$ cat src/rtl/escc_pkg.sv
// ----------------------------------------------------------------------------
// escc_pkg
// Shared constants and tables for the epoch seconds / calendar converter.
// ----------------------------------------------------------------------------
package escc_pkg;

	localparam int unsigned IN_DATA_W  = 72;
	localparam int unsigned OUT_DATA_W = 80;

	// operation codes carried in tuser
	localparam logic OP_DECODE = 1'b0;
	localparam logic OP_ENCODE = 1'b1;

	// reciprocal multipliers for division by constants
	localparam logic [25:0] RCP_675  = 26'd50903317; // x/675,  x < 2^25, shift 35
	localparam logic [17:0] RCP_365  = 18'd183860;   // x/365,  x < 2^17, shift 26
	localparam logic [17:0] RCP_3600 = 18'd149131;   // x/3600, x < 2^17, shift 29
	localparam logic [12:0] RCP_60   = 13'd4370;     // x/60,   x < 2^12, shift 18
	localparam logic [10:0] RCP_25   = 11'd1311;     // x/25,   x < 2^10, shift 15
	localparam logic [14:0] RCP_7    = 15'd18725;    // x/7,    x < 2^14, shift 17

	localparam logic [16:0] SECS_PER_DAY  = 17'd86400;
	localparam logic [11:0] SECS_PER_HOUR = 12'd3600;
	localparam logic [16:0] EPOCH_DAYS    = 17'd25567;
	localparam logic [11:0] BASE_YEAR     = 12'd1900;
	localparam logic [13:0] WD_BIAS       = 14'd7000;

	// days before the first of a month, month index 0..11
	function automatic logic [8:0] cum_days(input logic [3:0] mi, input logic leap);
		logic [8:0] v;
		unique case (mi)
			4'd0:    v = 9'd0;
			4'd1:    v = 9'd31;
			4'd2:    v = leap ? 9'd60  : 9'd59;
			4'd3:    v = leap ? 9'd91  : 9'd90;
			4'd4:    v = leap ? 9'd121 : 9'd120;
			4'd5:    v = leap ? 9'd152 : 9'd151;
			4'd6:    v = leap ? 9'd182 : 9'd181;
			4'd7:    v = leap ? 9'd213 : 9'd212;
			4'd8:    v = leap ? 9'd244 : 9'd243;
			4'd9:    v = leap ? 9'd274 : 9'd273;
			4'd10:   v = leap ? 9'd305 : 9'd304;
			4'd11:   v = leap ? 9'd335 : 9'd334;
			default: v = 9'd0;
		endcase
		return v;
	endfunction

endpackage

$ cat src/rtl/escc_dec.sv
// ----------------------------------------------------------------------------
// escc_dec
// Six-stage decode of epoch seconds into year, month, day and time of day.
// ----------------------------------------------------------------------------
module escc_dec (
	input  logic        clk,
	input  logic        adv,
	input  logic [31:0] secs,
	output logic [11:0] year,
	output logic [3:0]  month,
	output logic [4:0]  day,
	output logic [4:0]  hour,
	output logic [5:0]  minute,
	output logic [5:0]  sec
);
	import escc_pkg::*;

	logic [50:0] p1_s1;
	logic [31:0] s_s1;
	logic [16:0] rem_s2, dt_s2;
	logic [34:0] py_s3, ph_s3;
	logic [16:0] rem_s3, dt_s3;
	logic [7:0]  yoff_s4;
	logic [16:0] sa_s4, sb_s4, dt_s4;
	logic [4:0]  hour_s4, hour_s5;
	logic [11:0] r2_s4, r2_s5;
	logic [7:0]  yoff_s5;
	logic [8:0]  doy_s5;
	logic [24:0] pm_s5;

	logic [15:0] q2;
	logic [7:0]  yoff4, ym4;
	logic [4:0]  hour4;
	logic        lt5;
	logic        leap6;
	logic [3:0]  mon6;
	logic [5:0]  min6;

	// stage 1: seconds / 86400 as (s >> 7) / 675
	always_ff @(posedge clk) begin
		if (adv) begin
			p1_s1 <= 51'(secs[31:7]) * 51'(RCP_675);
			s_s1  <= secs;
		end
	end

	// stage 2: day count and seconds of day
	assign q2 = p1_s1[50:35];
	always_ff @(posedge clk) begin
		if (adv) begin
			rem_s2 <= 17'(s_s1 - 32'(33'(q2) * 33'(SECS_PER_DAY)));
			dt_s2  <= 17'(q2) + EPOCH_DAYS;
		end
	end

	// stage 3: reciprocal products for year and hour
	always_ff @(posedge clk) begin
		if (adv) begin
			py_s3  <= 35'(dt_s2) * 35'(RCP_365);
			ph_s3  <= 35'(rem_s2) * 35'(RCP_3600);
			rem_s3 <= rem_s2;
			dt_s3  <= dt_s2;
		end
	end

	// stage 4: year start for the estimate and for one year earlier
	assign yoff4 = py_s3[33:26];
	assign ym4   = yoff4 - 8'd1;
	assign hour4 = py_s3[0] ? ph_s3[33:29] : ph_s3[33:29];
	always_ff @(posedge clk) begin
		if (adv) begin
			yoff_s4 <= yoff4;
			sa_s4   <= 17'(ym4 >> 2) + 17'(17'(yoff4) * 17'd365);
			sb_s4   <= 17'(8'(ym4 - 8'd1) >> 2) + 17'(17'(ym4) * 17'd365);
			dt_s4   <= dt_s3;
			hour_s4 <= hour4;
			r2_s4   <= 12'(rem_s3 - 17'(17'(hour4) * 17'(SECS_PER_HOUR)));
		end
	end

	// stage 5: correct year estimate, day of year, minute product
	assign lt5 = dt_s4 < sa_s4;
	always_ff @(posedge clk) begin
		if (adv) begin
			yoff_s5 <= lt5 ? yoff_s4 - 8'd1 : yoff_s4;
			doy_s5  <= 9'(dt_s4 - (lt5 ? sb_s4 : sa_s4));
			pm_s5   <= 25'(r2_s4) * 25'(RCP_60);
			r2_s5   <= r2_s4;
			hour_s5 <= hour_s4;
		end
	end

	// stage 6: month search over the cumulative table
	assign leap6 = (yoff_s5[1:0] == 2'd0);
	assign min6  = pm_s5[23:18];
	always_comb begin
		mon6 = 4'd0;
		for (int i = 1; i < 12; i++) begin
			if (doy_s5 >= cum_days(4'(i), leap6))
				mon6 = 4'(i);
		end
	end
	always_ff @(posedge clk) begin
		if (adv) begin
			year   <= 12'(yoff_s5) + BASE_YEAR;
			month  <= mon6 + 4'd1;
			day    <= 5'(doy_s5 - cum_days(mon6, leap6) + 9'd1);
			hour   <= hour_s5;
			minute <= min6;
			sec    <= 6'(r2_s5 - 12'(12'(min6) * 12'd60));
		end
	end

endmodule

$ cat src/rtl/escc_wday.sv
// ----------------------------------------------------------------------------
// escc_wday
// Four-stage day-of-week from a decoded date; time fields ride along.
// ----------------------------------------------------------------------------
module escc_wday (
	input  logic        clk,
	input  logic        adv,
	input  logic [11:0] year,
	input  logic [3:0]  month,
	input  logic [4:0]  day,
	input  logic [4:0]  hour,
	input  logic [5:0]  minute,
	input  logic [5:0]  sec,
	output logic [11:0] out_year,
	output logic [3:0]  out_month,
	output logic [4:0]  out_day,
	output logic [4:0]  out_hour,
	output logic [5:0]  out_minute,
	output logic [5:0]  out_sec,
	output logic [2:0]  out_weekday
);
	import escc_pkg::*;

	logic [11:0] yr_s7, yr_s8, yr_s9;
	logic [3:0]  mo_s7, mo_s8, mo_s9;
	logic [4:0]  dy_s7, dy_s8, dy_s9;
	logic [4:0]  hr_s7, hr_s8, hr_s9;
	logic [5:0]  mn_s7, mn_s8, mn_s9;
	logic [5:0]  sc_s7, sc_s8, sc_s9;
	logic [11:0] y_s7;
	logic [9:0]  y4_s7;
	logic [20:0] p100_s7;
	logic [18:0] p400_s7;
	logic [4:0]  mt_s7;
	logic [13:0] t_s8, t_s9;
	logic [28:0] pt_s9;

	logic [11:0] y7;
	logic [4:0]  mt7;

	// (31 * m) / 12 with m the March-based month number
	always_comb begin
		unique case (month)
			4'd1:    mt7 = 5'd28;
			4'd2:    mt7 = 5'd31;
			4'd3:    mt7 = 5'd2;
			4'd4:    mt7 = 5'd5;
			4'd5:    mt7 = 5'd7;
			4'd6:    mt7 = 5'd10;
			4'd7:    mt7 = 5'd12;
			4'd8:    mt7 = 5'd15;
			4'd9:    mt7 = 5'd18;
			4'd10:   mt7 = 5'd20;
			4'd11:   mt7 = 5'd23;
			4'd12:   mt7 = 5'd25;
			default: mt7 = 5'd0;
		endcase
	end

	// stage 7: shifted year and century products
	assign y7 = (month <= 4'd2) ? year - 12'd1 : year;
	always_ff @(posedge clk) begin
		if (adv) begin
			y_s7    <= y7;
			y4_s7   <= y7[11:2];
			p100_s7 <= 21'(y7[11:2]) * 21'(RCP_25);
			p400_s7 <= 19'(y7[11:4]) * 19'(RCP_25);
			mt_s7   <= mt7;
			yr_s7 <= year;  mo_s7 <= month; dy_s7 <= day;
			hr_s7 <= hour;  mn_s7 <= minute; sc_s7 <= sec;
		end
	end

	// stage 8: weekday sum
	always_ff @(posedge clk) begin
		if (adv) begin
			t_s8 <= WD_BIAS + 14'(dy_s7) + 14'(y_s7) + 14'(y4_s7)
			      - 14'(p100_s7[20:15]) + 14'(p400_s7[18:15]) + 14'(mt_s7);
			yr_s8 <= yr_s7; mo_s8 <= mo_s7; dy_s8 <= dy_s7;
			hr_s8 <= hr_s7; mn_s8 <= mn_s7; sc_s8 <= sc_s7;
		end
	end

	// stage 9: reciprocal product for mod 7
	always_ff @(posedge clk) begin
		if (adv) begin
			pt_s9 <= 29'(t_s8) * 29'(RCP_7);
			t_s9  <= t_s8;
			yr_s9 <= yr_s8; mo_s9 <= mo_s8; dy_s9 <= dy_s8;
			hr_s9 <= hr_s8; mn_s9 <= mn_s8; sc_s9 <= sc_s8;
		end
	end

	// stage 10: remainder
	always_ff @(posedge clk) begin
		if (adv) begin
			out_weekday <= 3'(t_s9 - 14'(14'(pt_s9[27:17]) * 14'd7));
			out_year <= yr_s9; out_month <= mo_s9; out_day <= dy_s9;
			out_hour <= hr_s9; out_minute <= mn_s9; out_sec <= sc_s9;
		end
	end

endmodule

$ cat src/rtl/escc_enc.sv
// ----------------------------------------------------------------------------
// escc_enc
// Four-stage encode of a calendar date and time into epoch seconds mod 2^32.
// ----------------------------------------------------------------------------
module escc_enc (
	input  logic        clk,
	input  logic        adv,
	input  logic [11:0] year,
	input  logic [3:0]  month,
	input  logic [4:0]  day,
	input  logic [4:0]  hour,
	input  logic [5:0]  minute,
	input  logic [5:0]  sec,
	output logic [31:0] secs
);
	import escc_pkg::*;

	logic signed [20:0] d1_s1, y365_s1, days_s2;
	logic        [16:0] hms_s1, hms_s2, hms_s3;
	logic        [31:0] prod_s3;

	logic signed [12:0] yoff1, ld1;
	logic               leap1;
	logic        [3:0]  mi1;
	logic signed [37:0] pr3;

	// year offset from 1900, floor leap count, clamped month index
	assign yoff1 = $signed({1'b0, year}) - $signed({1'b0, BASE_YEAR});
	assign ld1   = (yoff1 - 13'sd1) >>> 2;
	assign leap1 = (yoff1[1:0] == 2'd0) && (yoff1 != 13'sd0);
	always_comb begin
		priority if (month == 4'd0) mi1 = 4'd0;
		else if (month > 4'd12)     mi1 = 4'd11;
		else                        mi1 = month - 4'd1;
	end

	// stage 1: day-count terms and time of day
	always_ff @(posedge clk) begin
		if (adv) begin
			d1_s1   <= 21'(ld1) + $signed({12'd0, cum_days(mi1, leap1)})
			         + $signed({16'd0, day}) - 21'sd1 - $signed({4'd0, EPOCH_DAYS});
			y365_s1 <= 21'(yoff1) * 21'sd365;
			hms_s1  <= 17'(17'(hour) * 17'(SECS_PER_HOUR)) + 17'(17'(minute) * 17'd60)
			         + 17'(sec);
		end
	end

	// stage 2: days since epoch
	always_ff @(posedge clk) begin
		if (adv) begin
			days_s2 <= d1_s1 + y365_s1;
			hms_s2  <= hms_s1;
		end
	end

	// stage 3: days times 86400, low word
	assign pr3 = 38'(days_s2) * $signed({21'd0, SECS_PER_DAY});
	always_ff @(posedge clk) begin
		if (adv) begin
			prod_s3 <= pr3[31:0];
			hms_s3  <= hms_s2;
		end
	end

	// stage 4: final sum
	always_ff @(posedge clk) begin
		if (adv)
			secs <= prod_s3 + 32'(hms_s3);
	end

endmodule

$ cat src/rtl/epoch_seconds_calendar_converter.sv
// ----------------------------------------------------------------------------
// epoch_seconds_calendar_converter
// Converts epoch seconds to calendar date and time, or back, per transfer.
// ----------------------------------------------------------------------------
// channel  dir  payload
// s_*      in   tuser: op; tdata: seconds, year, month, day, hour, minute, sec
// m_*      out  tdata: seconds, year, month, day, hour, minute, sec, weekday
//
// Ten-stage pipeline: a transfer enters every cycle while the output is not
// stalled; the result reaches m_* through the ten register stages.
// Depth is set by the decode chain (day/year/month split, then weekday).
// Reset clears only the stage valid bits.
// A stalled output freezes all stages together; s_tready follows it.
// ----------------------------------------------------------------------------
module epoch_seconds_calendar_converter (
	input  logic                                clk,
	input  logic                                arst_n,
	input  logic                                s_tvalid,
	output logic                                s_tready,
	// [31:0] in_seconds, [43:32] in_year, [47:44] in_month, [52:48] in_day,
	// [57:53] in_hour, [63:58] in_minute, [69:64] in_sec
	input  logic [escc_pkg::IN_DATA_W-1:0]      s_tdata,
	// [0] op
	input  logic                                s_tuser,
	output logic                                m_tvalid,
	input  logic                                m_tready,
	// [31:0] out_seconds, [43:32] out_year, [47:44] out_month, [52:48] out_day,
	// [57:53] out_hour, [63:58] out_minute, [69:64] out_sec, [72:70] out_weekday
	output logic [escc_pkg::OUT_DATA_W-1:0]     m_tdata
);
	import escc_pkg::*;

	localparam int unsigned DEPTH = 10;

	logic             adv;
	logic [DEPTH-1:0] vld_q;
	logic [DEPTH-1:0] op_q;
	logic [31:0]      enc_secs;
	logic [31:0]      esec_q [6];

	logic [11:0] d_year;
	logic [3:0]  d_month;
	logic [4:0]  d_day, d_hour;
	logic [5:0]  d_minute, d_sec;
	logic [11:0] w_year;
	logic [3:0]  w_month;
	logic [4:0]  w_day, w_hour;
	logic [5:0]  w_minute, w_sec;
	logic [2:0]  w_weekday;

	// whole pipeline moves when the output is free
	assign adv      = !m_tvalid || m_tready;
	assign s_tready = adv;
	assign m_tvalid = vld_q[DEPTH-1];

	// valid and op travel with the data
	always_ff @(posedge clk or negedge arst_n) begin
		if (!arst_n) begin
			vld_q <= '0;
		end else if (adv) begin
			vld_q <= {vld_q[DEPTH-2:0], s_tvalid};
		end
	end

	always_ff @(posedge clk) begin
		if (adv)
			op_q <= {op_q[DEPTH-2:0], s_tuser};
	end

	escc_dec u_dec (
		.clk    (clk),
		.adv    (adv),
		.secs   (s_tdata[31:0]),
		.year   (d_year),
		.month  (d_month),
		.day    (d_day),
		.hour   (d_hour),
		.minute (d_minute),
		.sec    (d_sec)
	);

	escc_wday u_wday (
		.clk         (clk),
		.adv         (adv),
		.year        (d_year),
		.month       (d_month),
		.day         (d_day),
		.hour        (d_hour),
		.minute      (d_minute),
		.sec         (d_sec),
		.out_year    (w_year),
		.out_month   (w_month),
		.out_day     (w_day),
		.out_hour    (w_hour),
		.out_minute  (w_minute),
		.out_sec     (w_sec),
		.out_weekday (w_weekday)
	);

	escc_enc u_enc (
		.clk    (clk),
		.adv    (adv),
		.year   (s_tdata[43:32]),
		.month  (s_tdata[47:44]),
		.day    (s_tdata[52:48]),
		.hour   (s_tdata[57:53]),
		.minute (s_tdata[63:58]),
		.sec    (s_tdata[69:64]),
		.secs   (enc_secs)
	);

	// align the encode result with the decode path
	always_ff @(posedge clk) begin
		if (adv) begin
			esec_q[0] <= enc_secs;
			for (int i = 1; i < 6; i++)
				esec_q[i] <= esec_q[i-1];
		end
	end

	// result select; unused fields are zero
	always_comb begin
		if (op_q[DEPTH-1] == OP_ENCODE) begin
			m_tdata = {48'd0, esec_q[5]};
		end else begin
			m_tdata = {7'd0, w_weekday, w_sec, w_minute, w_hour, w_day, w_month,
			           w_year, 32'd0};
		end
	end

endmodule

$ cat config.mk
export PLATFORM = sky130hd
export DESIGN_NAME = epoch_seconds_calendar_converter
export DESIGN_NICKNAME = d
export VERILOG_FILES = /design/src/rtl/escc_pkg.sv /design/src/rtl/escc_dec.sv /design/src/rtl/escc_wday.sv /design/src/rtl/escc_enc.sv /design/src/rtl/epoch_seconds_calendar_converter.sv
export SDC_FILE = /design/constraint.sdc
export NUM_CORES = 2
export LEC_CHECK = 0
export BUFFER_PORTS_ARGS = -buffer_cell sky130_fd_sc_hd__buf_2
export CORE_MARGIN = 2
export CORE_UTILIZATION = 60
export CTS_BUF_LIST = sky130_fd_sc_hd__clkbuf_8
export DETAILED_ROUTE_END_ITERATION = 10
export PLACE_DENSITY = 0.79
export SLEW_MARGIN = 25
export SYNTH_ARGS = -nofsm -noshare
export SYNTH_HDL_FRONTEND = slang
export SYNTH_SLANG_ARGS = --single-unit
export TNS_END_PERCENT = 50
$ cat constraint.sdc
create_clock -name clk -period 30.5 [get_ports clk]
set_input_delay 1.525 -clock clk [delete_from_list [all_inputs] [get_ports clk]]
set_output_delay 1.525 -clock clk [all_outputs]
set_load 0.005 [all_outputs]
# --- After elaboration in Yosys (flattened, before gate mapping) ---
# Memories as Yosys holds them, arrays and structs flattened. A register that Yosys moved wholly into a read port is not among the register bits.
# Index checks and enable logic that the tools add are counted.
classes:
  mux: 43
  order_cmp: 14
  mul: 17
  n_eq_ne: 22
  n_addsub: 33
  reduce_logical: 7
op_table:
  columns: ["op", "count"]
  rows:
  - ["one-hot mux 9 bit (11 select lines)", 1]
  - ["two-way mux 73 bit", 1]
  - ["one-hot mux 5 bit (11 select lines)", 1]
  - ["multiplier 25 x 26 -> 51 bit (second input constant)", 1]
  - ["greater-or-equal comparator 9 x 8 -> 1 bit", 4]
  - ["multiplier 17 x 18 -> 34 bit (second input constant)", 1]
  - ["adder 32 x 17 -> 32 bit", 1]
  - ["equality test 4 x 3 -> 1 bit (second input constant)", 8]
  - ["equality test 4 bit (second input constant)", 8]
  - ["multiplier 17 x 16 -> 32 bit (second input constant)", 1]
  - ["two-way mux 4 bit", 8]
  - ["multiplier 14 x 15 -> 28 bit (second input constant)", 1]
  - ["greater-or-equal comparator 9 bit", 3]
  - ["multiplier 21 x 11 -> 25 bit (second input constant)", 1]
  - ["two-way mux 3 bit", 8]
  - ["subtractor 8 x 1 -> 8 bit (second input constant)", 3]
  - ["multiplier 12 x 12 -> 23 bit (second input constant)", 1]
  - ["adder 21 bit", 1]
  - ["adder 21 x 6 -> 21 bit", 1]
  - ["multiplier 10 x 11 -> 21 bit (second input constant)", 1]
  - ["multiplier 13 x 10 -> 21 bit (second input constant)", 1]
  - ["subtractor 21 x 16 -> 21 bit (second input constant)", 1]
  - ["subtractor 21 x 2 -> 21 bit (second input constant)", 1]
  - ["multiplier 8 x 11 -> 19 bit (second input constant)", 1]
  - ["other kinds (53)", 77]
totals:
  reg_bits: 807
  rom_bits: 80
  word_cells: 205
  ram_bits: 192
  mem_count: 2
  inputBits: 77
  out_inout_bits: 82
mem_list:
  columns: ["name", "depth", "width", "rd", "rd_clocked_by_memory_dff", "wr", "line", "rtl"]
  rows:
  - ["esec_q", 6, 32, 6, 0, 6, "epoch_seconds_calendar_converter.sv:39", "logic [31:0] esec_q [6];"]
  - ["(no name shown)", 16, 5, 1, 1, 0, "escc_wday.sv:43", "unique case (month)"]

# --- Longest topological paths before layout ---
logic_depth:
  depth_word: 18
  mapped_depth: 27
  ltp_nobuf: 27

# --- By module ---
# From an unflattened synthesis, not the netlist that was laid out.
hier_totals:
  cells_unflattened: 5490
  area_unflattened_um2: 67435.9
modules_own_cells:
  columns: ["module", "seq_area_each_um2", "cells_each", "area_each_um2", "n_inst"]
  rows:
  - ["escc_dec", 7477.2, 2960, 33210.6, 1]
  - ["escc_enc", 4924.7, 1320, 14846.7, 1]
  - ["escc_wday", 6065.8, 897, 12350.6, 1]
  - ["epoch_seconds_calendar_converter", 6316.1, 313, 7028.0, 1]

# --- Least setup slack after synthesis ---
# OpenSTA, ideal clock, no wires.
synth_timing:
  path_kind: "input to register"
  startpoint: "input m_tready"
  endpoint: "register vld_q[1]"
  setup_ns: 0.179
  arrival_time_ns: 26.856
  slack_ns: 3.465
  stages: 3
  path_buffers: 1
  required_ns: 30.321
  path_cell_list: "nand2b_1 -> clkbuf_1 -> mux2_2"
synth_between:
  elab_chain_len: 1
synth_rtl:
  columns: ["item", "line", "rtl"]
  rows:
  - ["start: declaration", "epoch_seconds_calendar_converter.sv:26", "input logic m_tready,"]
  - ["logical OR 1 bit", "epoch_seconds_calendar_converter.sv:52", "assign adv = !m_tvalid || m_tready;"]
  - ["net s_tready", "epoch_seconds_calendar_converter.sv:19", "output logic s_tready,"]
  - ["end signal: assignment", "epoch_seconds_calendar_converter.sv:61", "vld_q <= {vld_q[DEPTH-2:0], s_tvalid};"]
  - ["end: declaration", "epoch_seconds_calendar_converter.sv:36", "logic [DEPTH-1:0] vld_q;"]
# The timed path passes the listed nets, and every way through them passes these cells.
# A chain may end at the register's enable or synchronous reset.

# --- Final worst setup path ---
layout_timing:
  startpoint: "register u_dec.month[0]"
  endpoint: "register u_wday.p100_s7[20], data pin"
layout_between:
  elab_chain_len: 3
layout_rtl:
  columns: ["item", "line", "rtl"]
  rows:
  - ["start: declaration", "escc_dec.sv:10", "output logic [3:0] month,"]
  - ["start signal: assignment", "escc_dec.sv:106", "month <= mon6 + 4'd1;"]
  - ["less-or-equal comparator 4 x 2 -> 1 bit", "escc_wday.sv:61", "assign y7 = (month <= 4'd2) ? year - 12'd1 : year;"]
  - ["two-way mux 12 bit", "escc_wday.sv:61", null]
  - ["net u_wday.y7[11]", "escc_wday.sv:38", "logic [11:0] y7;"]
  - ["multiplier 10 x 11 -> 21 bit", "escc_wday.sv:66", "p100_s7 <= 21'(y7[11:2]) * 21'(RCP_25);"]
  - ["end signal: assignment", "escc_wday.sv:66", null]
  - ["end: declaration", "escc_wday.sv:32", "logic [20:0] p100_s7;"]
# The timed path passes the listed nets, and every way through them passes these cells.

==> results.txt <==
hold_buf cts -> 0
Longest Clk Path Bufs -> 3
FF+latch count, synth -> 827
detailed-route via count -> 38800
# fillers -> 8111
post-CTS resize count -> 0
Most used DFF post-synth -> edfxtp_1
routability cong. -> 0.887
global-route wire length before repair -> 199 mm
Layout area overhead -> 7.85%
syn_area_per_cell -> 12.3 µm²
port bufs -> 149
critical path class -> flop to flop
clk sinks -> 827
Worst slew margin -> 29.0%
crit path time final -> 7.45 ns
fin nets -> 7678
required time of the critical path -> 31.04 ns
Setup WS post-layout -> 23.05 ns
RSZ-0062 raised after global routing -> no
Ys Warns -> 0
die width -> 339 µm
cell count after placement -> 7097
post-route insts no fill -> 7341
post-synth top area share -> 36.4%
Final period util -> 24.4%
Setup crit end kind -> flop
post-synthesis cell count -> 5470
asr flop ratio synth -> 1.21%
number of distinct library cells after synthesis -> 88
antenna violations before repair -> 4
Setup violations, final -> 0
Worst Max-Slew Pin Slew -> 1.05 ns
Setup Skew -> 0.0417 ns
Initial Utilization -> 60.7%
hold crit path type -> flop to flop
Highest Clock Rate -> 0.134 GHz
Total GRT Usage -> 21.3%
Slew Limit Fails -> 0
pre-CTS setup slack -> 22.33 ns
num rows -> 122
Post-Syn Area -> 67400 µm²
vias in the first global route -> 41600
CTS root buffer -> clkbuf_8
CTS HTree Levels -> 4
largest net degree at the start of global routing -> 183
CP Max Fanout -> 7
Hold Slack -> 0.393 ns
CORE AREA -> 111000 µm²
post-synth top area cell -> edfxtp_1
Clock Pin Slew Worst Setup and Hold Paths -> 0.06 ns
Die Height -> 339 µm
Detailed Route Iter0 Violations -> 1652
ranking of synthesized cells by area -> edfxtp_1 (36%), ha_1 (23%), fa_1 (18%), inv_1 (6.8%), xnor2_1 (3.1%)
placed wire-length estimate -> 93.1 mm
Wirelength per Cell -> 15.9 µm
share of layout cells above drive strength 1 -> 6.80%
cts bufs inserted -> 135
Critical-path top delay cell -> fa_1
CP arrival -> 7.99 ns
TritonCTS clock tree -> done
via/cell ratio -> 5.28
CP Launch Type -> flop
DRC violations left -> 0
Reg area -> 24800 µm²
post-CTS setup buffers -> 0
worst-skew pair later-pin latency -> 0.80 ns
Sum Neg Setup Slack -> 0 ns
I/O Pins -> 159
outcome -> finished clean
multi-input logic area -> 37900 µm²
Post-synth EDFFs -> 817
Routed Antenna Nets -> 0
Seq/Total Area, Yosys -> 36.8%
drt pass-1 iters -> 5
Routed WL -> 117 mm
die area -> 115000 µm²
GRT overflow -> 0
slowest stage delay, CP -> 0.62 ns
maxcap violations -> 0
Fin. Hold Viols -> 0
final cells by class:
cell class,count,share of cell area (%)
repair buffers,167,1.24
flip-flops and latches,827,34.1
inverters,1218,6.29
clock buffers,137,2.59
clock inverters,104,1.04
multi-input cells,3397,52.2
well taps,1488,2.56
diodes,3,0.0103
layer usage:
metal / wire, µm / part of all wire [%] / global-route usage (%)
met5: 13 / 0.011 / 0
met4: 3300 / 2.8 / 7.28
met3: 4180 / 3.6 / 2.83
met2: 59000 / 50 / 37.6
met1: 50600 / 43 / 27.0
cells in the final DEF, fill, tap and decap left out, types with 43 or more instances in the layout:
cell type and n:
inv_1 1261, ha_1 1259, edfxtp_1 817, fa_1 596, xnor2_1 240, a21oi_1 183
buf_2 149, clkbuf_8 137, o21ai_0 115, nand2_1 114, nor2_1 110, xor2_1 94
a21o_1 80, nor2b_1 67, nand3_1 44, and2_1 43
cell families after synthesis:
kind of cell,Yosys count,synth area share (%)
xor+xnor,337,4.40
simple gates,551,4.20
buf+inv,1252,7.02
other cells,1,0.00556
compound gates,620,6.09
mux,27,0.442
flops,827,36.8
fa+ha+maj,1855,41.1
registers in the layout, summed over array words and instances (netlist names), 12 cells and up:
register,count
esec_q,192
u_enc.secs,32
u_enc.prod_s3,25
u_enc.days_s2,21
u_enc.y365_s1,21
u_dec.dt_s2,17
u_dec.dt_s3,17
u_dec.dt_s4,17
u_dec.rem_s2,17
u_dec.s_s1,17
u_dec.sa_s4,17
u_enc.hms_s1,17
u_enc.hms_s2,17
u_enc.hms_s3,17
u_dec.p1_s1,16
u_enc.d1_s1,14
u_wday.t_s8,14
u_dec.r2_s4,12
u_dec.rem_s3,12
u_dec.year,12
u_wday.out_year,12
u_wday.yr_s7,12
u_wday.yr_s8,12
u_wday.yr_s9,12
synth_stat cells (all sizes together) (44+ instances only):
cell and n:
nor2 112, a21oi 185, o21ai 129, ha 1259, xnor2 242, inv 1218
edfxtp 817, a21o 80, nor2b 67, xor2 95, nand3 44, nand2 114
fa 596
worst max-delay path: cells and delay by family (launching register included):
kind | cells | cell delay [ns]
adder cells (fa/ha/maj) | 7 | 3.20
AO/OA/AOI/OAI | 8 | 1.54
AND/OR/NAND/NOR | 5 | 1.11
buffers and inverters | 6 | 0.59
flip-flops | 1 | 0.48
XOR/XNOR | 2 | 0.28
path summary, 6_finish.rpt:
check / slack (ns) / cells past startpoint / end / from
worst max-delay path: 23.05 / 28 / u_wday.p100_s7[20] / u_dec.month[0]
min in group asynchronous: 0.61 / 1 / vld_q[5] / arst_n
worst max register to register: 23.05 / 28 / u_wday.p100_s7[20] / u_dec.month[0]
max in group asynchronous: 29.70 / 1 / vld_q[9] / arst_n
worst min register to register: 0.39 / 0 / esec_q[5][30] / esec_q[4][30]
worst min-delay path: 0.39 / 0 / esec_q[5][30] / esec_q[4][30]
per-stage QoR:
step	cell area, µm²	utilization, %
floorplan	67400	-
global placement	70000	63.1
detailed placement	70000	63.1
CTS	72700	65.5
global route	72700	65.5
finish	72700	65.5
Power is left out: the tool's default activity adds up to more than one toggle a clock period on the data nets, which glitch-free logic cannot reach.
